==> config.mk <==
export PLATFORM = sky130hd
export DESIGN_NAME = bpa_cfg
export DESIGN_NICKNAME = d
export VERILOG_FILES = /design/src/rtl/bpa_pkg.sv /design/src/rtl/bpa_cfg.sv
export SDC_FILE = /design/constraint.sdc
export NUM_CORES = 1
export LEC_CHECK = 0
export ABC_AREA = 1
export BUFFER_PORTS_ARGS = -buffer_cell sky130_fd_sc_hd__buf_4
export CAP_MARGIN = 20
export CORE_MARGIN = 1.5
export CORE_UTILIZATION = 41
export CTS_BUF_LIST = sky130_fd_sc_hd__clkbuf_8
export CTS_CLUSTER_SIZE = 16
export DETAILED_ROUTE_END_ITERATION = 6
export PLACE_DENSITY = 0.82
export SYNTH_ARGS = -nofsm -noshare
export SYNTH_HDL_FRONTEND = slang
export SYNTH_SLANG_ARGS = --single-unit
export TNS_END_PERCENT = 5
==> constraint.sdc <==
create_clock -name clk -period 0.9 [get_ports clk]
set_clock_uncertainty 0.1 [all_clocks]
set_input_delay 0.135 -clock clk [delete_from_list [all_inputs] [get_ports clk]]
set_output_delay 0.135 -clock clk [all_outputs]
set_load 0.02 [all_outputs]
==> src/rtl/bpa_pkg.sv <==
// bpa_pkg: shared constants, status and operation codes of the page allocator
// depends on nothing; imported by the interfaces, the control logic, the register
// block and the checker
`timescale 1ns / 1ps
`default_nettype none

package bpa_pkg;

	localparam int DEF_PAGE_COUNT     = 4096;
	localparam int DEF_PAGE_BYTES     = 4096;
	localparam int DEF_RESERVED_PAGES = 256;

	localparam int ADDR_W   = 48;
	localparam int STATUS_W = 3;
	localparam int FREE_W   = 25;
	localparam int USED_W   = 13;
	localparam int WORD_W   = 64;

	// configuration port
	localparam int CFG_DATA_W = 64;
	localparam int CFG_ADDR_W = 4;
	localparam logic REG_BASE_ADDRESS = 1'b0;
	localparam logic [ADDR_W-1:0] BASE_RESET = 48'h0000_0010_0000;

	localparam logic OP_ALLOC = 1'b0;
	localparam logic OP_FREE  = 1'b1;

	localparam logic [STATUS_W-1:0] ST_OK      = 3'd0;
	localparam logic [STATUS_W-1:0] ST_OOM     = 3'd1;
	localparam logic [STATUS_W-1:0] ST_NULL    = 3'd2;
	localparam logic [STATUS_W-1:0] ST_BELOW   = 3'd3;
	localparam logic [STATUS_W-1:0] ST_RANGE   = 3'd4;
	localparam logic [STATUS_W-1:0] ST_ALREADY = 3'd5;

endpackage

`default_nettype wire

==> src/rtl/bpa_cfg.sv <==
// bpa_cfg: APB-style register block holding the base address of the region
// depends on bpa_pkg
`timescale 1ns / 1ps
`default_nettype none

module bpa_cfg import bpa_pkg::*; (
	input  wire logic                  clk,
	input  wire logic                  arst_n,
	input  wire logic                  psel,
	input  wire logic                  penable,
	input  wire logic                  pwrite,
	input  wire logic [CFG_ADDR_W-1:0] paddr,
	input  wire logic [CFG_DATA_W-1:0] pwdata,
	output logic      [CFG_DATA_W-1:0] prdata,
	output logic                       pready,
	output logic      [ADDR_W-1:0]     base
);

	logic [ADDR_W-1:0] base_q;
	logic              hit;

	// registers sit on 8-byte boundaries, low address bits ignored
	assign hit    = (paddr[CFG_ADDR_W-1] == REG_BASE_ADDRESS);
	assign pready = 1'b1;
	assign base   = base_q;
	assign prdata = hit ? CFG_DATA_W'(base_q) : '0;

	always_ff @(posedge clk or negedge arst_n) begin
		if (!arst_n) begin
			base_q <= BASE_RESET;
		end else if (psel && penable && pwrite && hit) begin
			base_q <= pwdata[ADDR_W-1:0];
		end
	end

endmodule

`default_nettype wire

[Yosys cells after proc, flatten, opt, wreduce, memory -nomap -nowiden]
Cells that the tools add are included.
Storage, ports and cells
  bits in registers: 48
  bits of input ports: 73
  output and inout port bits: 113
  word-level logic and storage cells: 6
Operators by class
  mux-type cells: 1
  bitwise gates (word level): 1
  reduce and logical (&&, ||, !) cells: 3
Operators with widths (count)
  $mux 48: 1
  $logic_and 1x1->1: 3
  $not 1->1: 1

[Longest topological paths before layout]
  depth after elaboration: 3
  mapped depth: 7

[Worst setup path before layout]
No wires, ideal clock.
  path kind: register to output
  start: register base_q[20] (netlist: base[20])
  end: output port prdata[20]
  data arrival time: 910 ps
  data required time: 665 ps
  path slack: -245 ps
  stages on the path, launching flop included: 3
  cell sequence: dfstp_2 > inv_1 > nor2_1
Between the ends
  longest elaborated chain between the ends: 1
Ends and longest elaborated chain
  start, declared: line bpa_cfg.sv:19  | logic [ADDR_W-1:0] base_q;
  start signal, assigned: line bpa_cfg.sv:32  | base_q <= pwdata[ADDR_W-1:0];
  $mux 48: line bpa_cfg.sv:26  | assign prdata = hit ? CFG_DATA_W'(base_q) : '0;
  end, declared: line bpa_cfg.sv:14  | output logic [CFG_DATA_W-1:0] prdata,
Every way passes these cells.

[Final worst setup path]
Same ends and word-level chain as after synthesis.

==> out/qor.txt <==
Status -> finished, violations left
Failing checks -> negative setup slack
Mux share of post-synthesis cell area -> 0
Final Hold Viols -> 0
Top Layer Used -> met4
Initial antenna violation count -> 0
Post-synth EDFFs -> 0
Port-buffer cells -> 149
CP Cell Sequence -> inv_2, nor2_4, buf_6
Crit end category -> primary output
Period utilization -> 1.44
Max rail drop VDD -> 0.921 mV
Filler Cell Count -> 377
Simple-Gate Fraction of Synth Area -> 0.327
Num CTS Buffers -> 5
1st-iter DRT viols -> 146
Total track usage -> 0.243
Most used DFF post-synth -> dfrtp_1
# clock sinks -> 48
Buf/Inv on CP -> 2
Unique masters post-synth -> 12
Clock transition at path regs -> 0.08 ns
Die ar. -> 6400 µm²
Placed cell count -> 545
Setup WS post-layout -> -0.399 ns
Synth Area in Adders -> 0
Critical Path Start Type -> register
Clock latency on the worst-skew pair -> 0.29 ns
FMAX -> 0.770 GHz
Power Dens Cells -> 1820 nW/µm²
Critical Path AT -> 1.06 ns
Max-cap viol count -> 0
Synthesized area -> 2430 µm²
Slowest CP cell -> dfstp_2
Die span in y -> 80.0 µm
GRT overflow -> 0
Setup-failing EPs final -> 97
FF-to-FF Start -> base[20]
Diodes inserted -> 0
WP data required -> 0.66 ns
Layout cells sized above 1 -> 0.353
Hold Slack -> 0.000292 ns
Antenna-violating nets left -> 0
Compound-Gate Fraction of Synth Area -> 0
Maximum net fanout on the critical path -> 2
Die X -> 80.0 µm
First-pass GRT wire length -> 12100 µm
Layout Area Growth over Synthesis -> 78.7%
R2r worst-path depth -> 3
CP max stage delay -> 0.55 ns
WL met1 -> 3200 µm
Routed vias -> 2771
DRC viols -> 0
Hold Crit Depth -> 3
Initial core utilization -> 0.433
Largest net degree at the start of global routing -> 27
Count of pins over their slew limit -> 0
DR pass1 iterations -> 4
CORE AREA -> 5610 µm²
Num rows -> 27
Critical path's top delay family -> flip-flops
Pleak -> 2.48 nW
Synthesized area per cell -> 7.32 µm²
Post-synthesis sequential area ratio -> 0.495
Count leader, synth -> nand2_1
Mapped Cells -> 332
Bufs on Longest Clock Path -> 2
RR Endpoint -> base[20]
Critical Path Stages -> 3
Synth Register Bits -> 48
Synth area leaders -> dfrtp_1 48%, nand2_1 15%, nand3_1 9.9%
Setup TNS -> -24.87 ns
Max reg flops -> 48
Vias per cell -> 4.59
H-tree levels -> 2
Clock Tree Root -> clkbuf_8
CTS tree -> done
Met2 WL -> 4190 µm
DP HPWL -> 4980 µm
Drt wl/cell -> 13.3 µm
Hold crit path type -> input port to register
Yosys warning count -> 0
Met3 routed WL -> 545 µm
XOR/XNOR share of the synthesized area -> 0
Ys async rst share -> 1.00
Reg2Reg Setup Slack -> -0.01 ns
Unrepaired setup endpoints after global routing -> true
WL final -> 8050 µm
Hold Path Origin -> pwdata[26]
Vias in the first global route -> 2625
Non-filler cells in the finished layout -> 604
Pwr Total -> 7.91 mW
Yosys top cell area share -> 0.484
Net count, final -> 604
Gp weighted congestion -> 0.726
Worst Hold End -> base[26]
Final Critical Period -> 1.30 ns
# IOs -> 186
Post-synth top cells -> 98 x nand2_1, 50 x inv_1, 48 x nand3_1, 48 x nor2_1, 47 x dfrtp_1
CP Class -> register to primary output
Largest family of logic cells by synthesized area -> simple AND/OR/NAND/NOR gates
Yosys top cell by area -> dfrtp_1
## what timing repair did
item,in CTS,in global routing
hold buffers,48,0
endpoints found under the setup margin,97,98
gates resized for setup,11,6
setup buffers,1,2
hold endpoints to repair,95,0
## through the flow
step | utilization | setup WS [ns] | instance area (µm²)
after floorplan | - | -0.130 | 2510
after global placement | 0.654 | -0.183 | 3670
after detailed placement | 0.654 | -0.212 | 3670
after CTS | 0.769 | -0.413 | 4310
after global routing | 0.774 | -0.470 | 4340
final | 0.774 | -0.399 | 4340
## worst min-delay path, stage by stage
cell	delay (ns)
buf_4	0.08
nand3_1	0.08
nand2_1	0.07
## final cells by class
type                            count  area [µm²]  share of cell area
Inverter                           50         188              0.0432
Tap cell                           72        90.1              0.0207
Clock inverter                      1        30.0             0.00691
Clock buffer                        7        96.3              0.0222
Timing Repair Buffer              214        1840               0.423
Sequential cell                    48        1200               0.277
Multi-Input combinational cell    212         896               0.206
## report_power, final
group | switching [mW] | total [mW] | internal (mW)
combinational | 1.82 | 3.30 | 1.48
clock | 0.693 | 1.67 | 0.980
sequential | 0.373 | 2.94 | 2.57
total | 2.88 | 7.91 | 5.03
## cell usage in the layout (no fill, tap or decap), drive strengths merged
cell	Yosys	layout
conb	2	17
dlygate4sd3	0	47
dfstp	1	1
dlymetal6s4s	0	1
nand2	98	98
nand3	48	48
bufinv	0	1
clkbuf	8	7
inv	50	50
buf	29	166
dfrtp	47	47
nor2	49	49
## per-layer routing
layer  global-route usage  vias to the layer above
li1                     -                     1340
met1                0.288                     1294
met2                0.427                      123
met3               0.0594                       14
met4               0.0845                        0
met5                    0                        -
## kinds of logic (layout without fill, tap and decap cells)
family / count (synthesis) / in the layout
and+or+nand+nor: 195 / 195
DFF: 48 / 48
other: 2 / 17
buffers and inverters: 87 / 272
## worst max-delay path by stage
stage | start | end | slack, ns
detailed placement | paddr[3] | base[0] | -0.21
global route | base[20] | prdata[20] | -0.47
global placement | pwrite | base[4] | -0.18
floorplan | base[20] | prdata[20] | -0.13
CTS | base[20] | prdata[20] | -0.41
finish | base[20] | prdata[20] | -0.40
No activity file was read; power rests on OpenSTA's default activity.
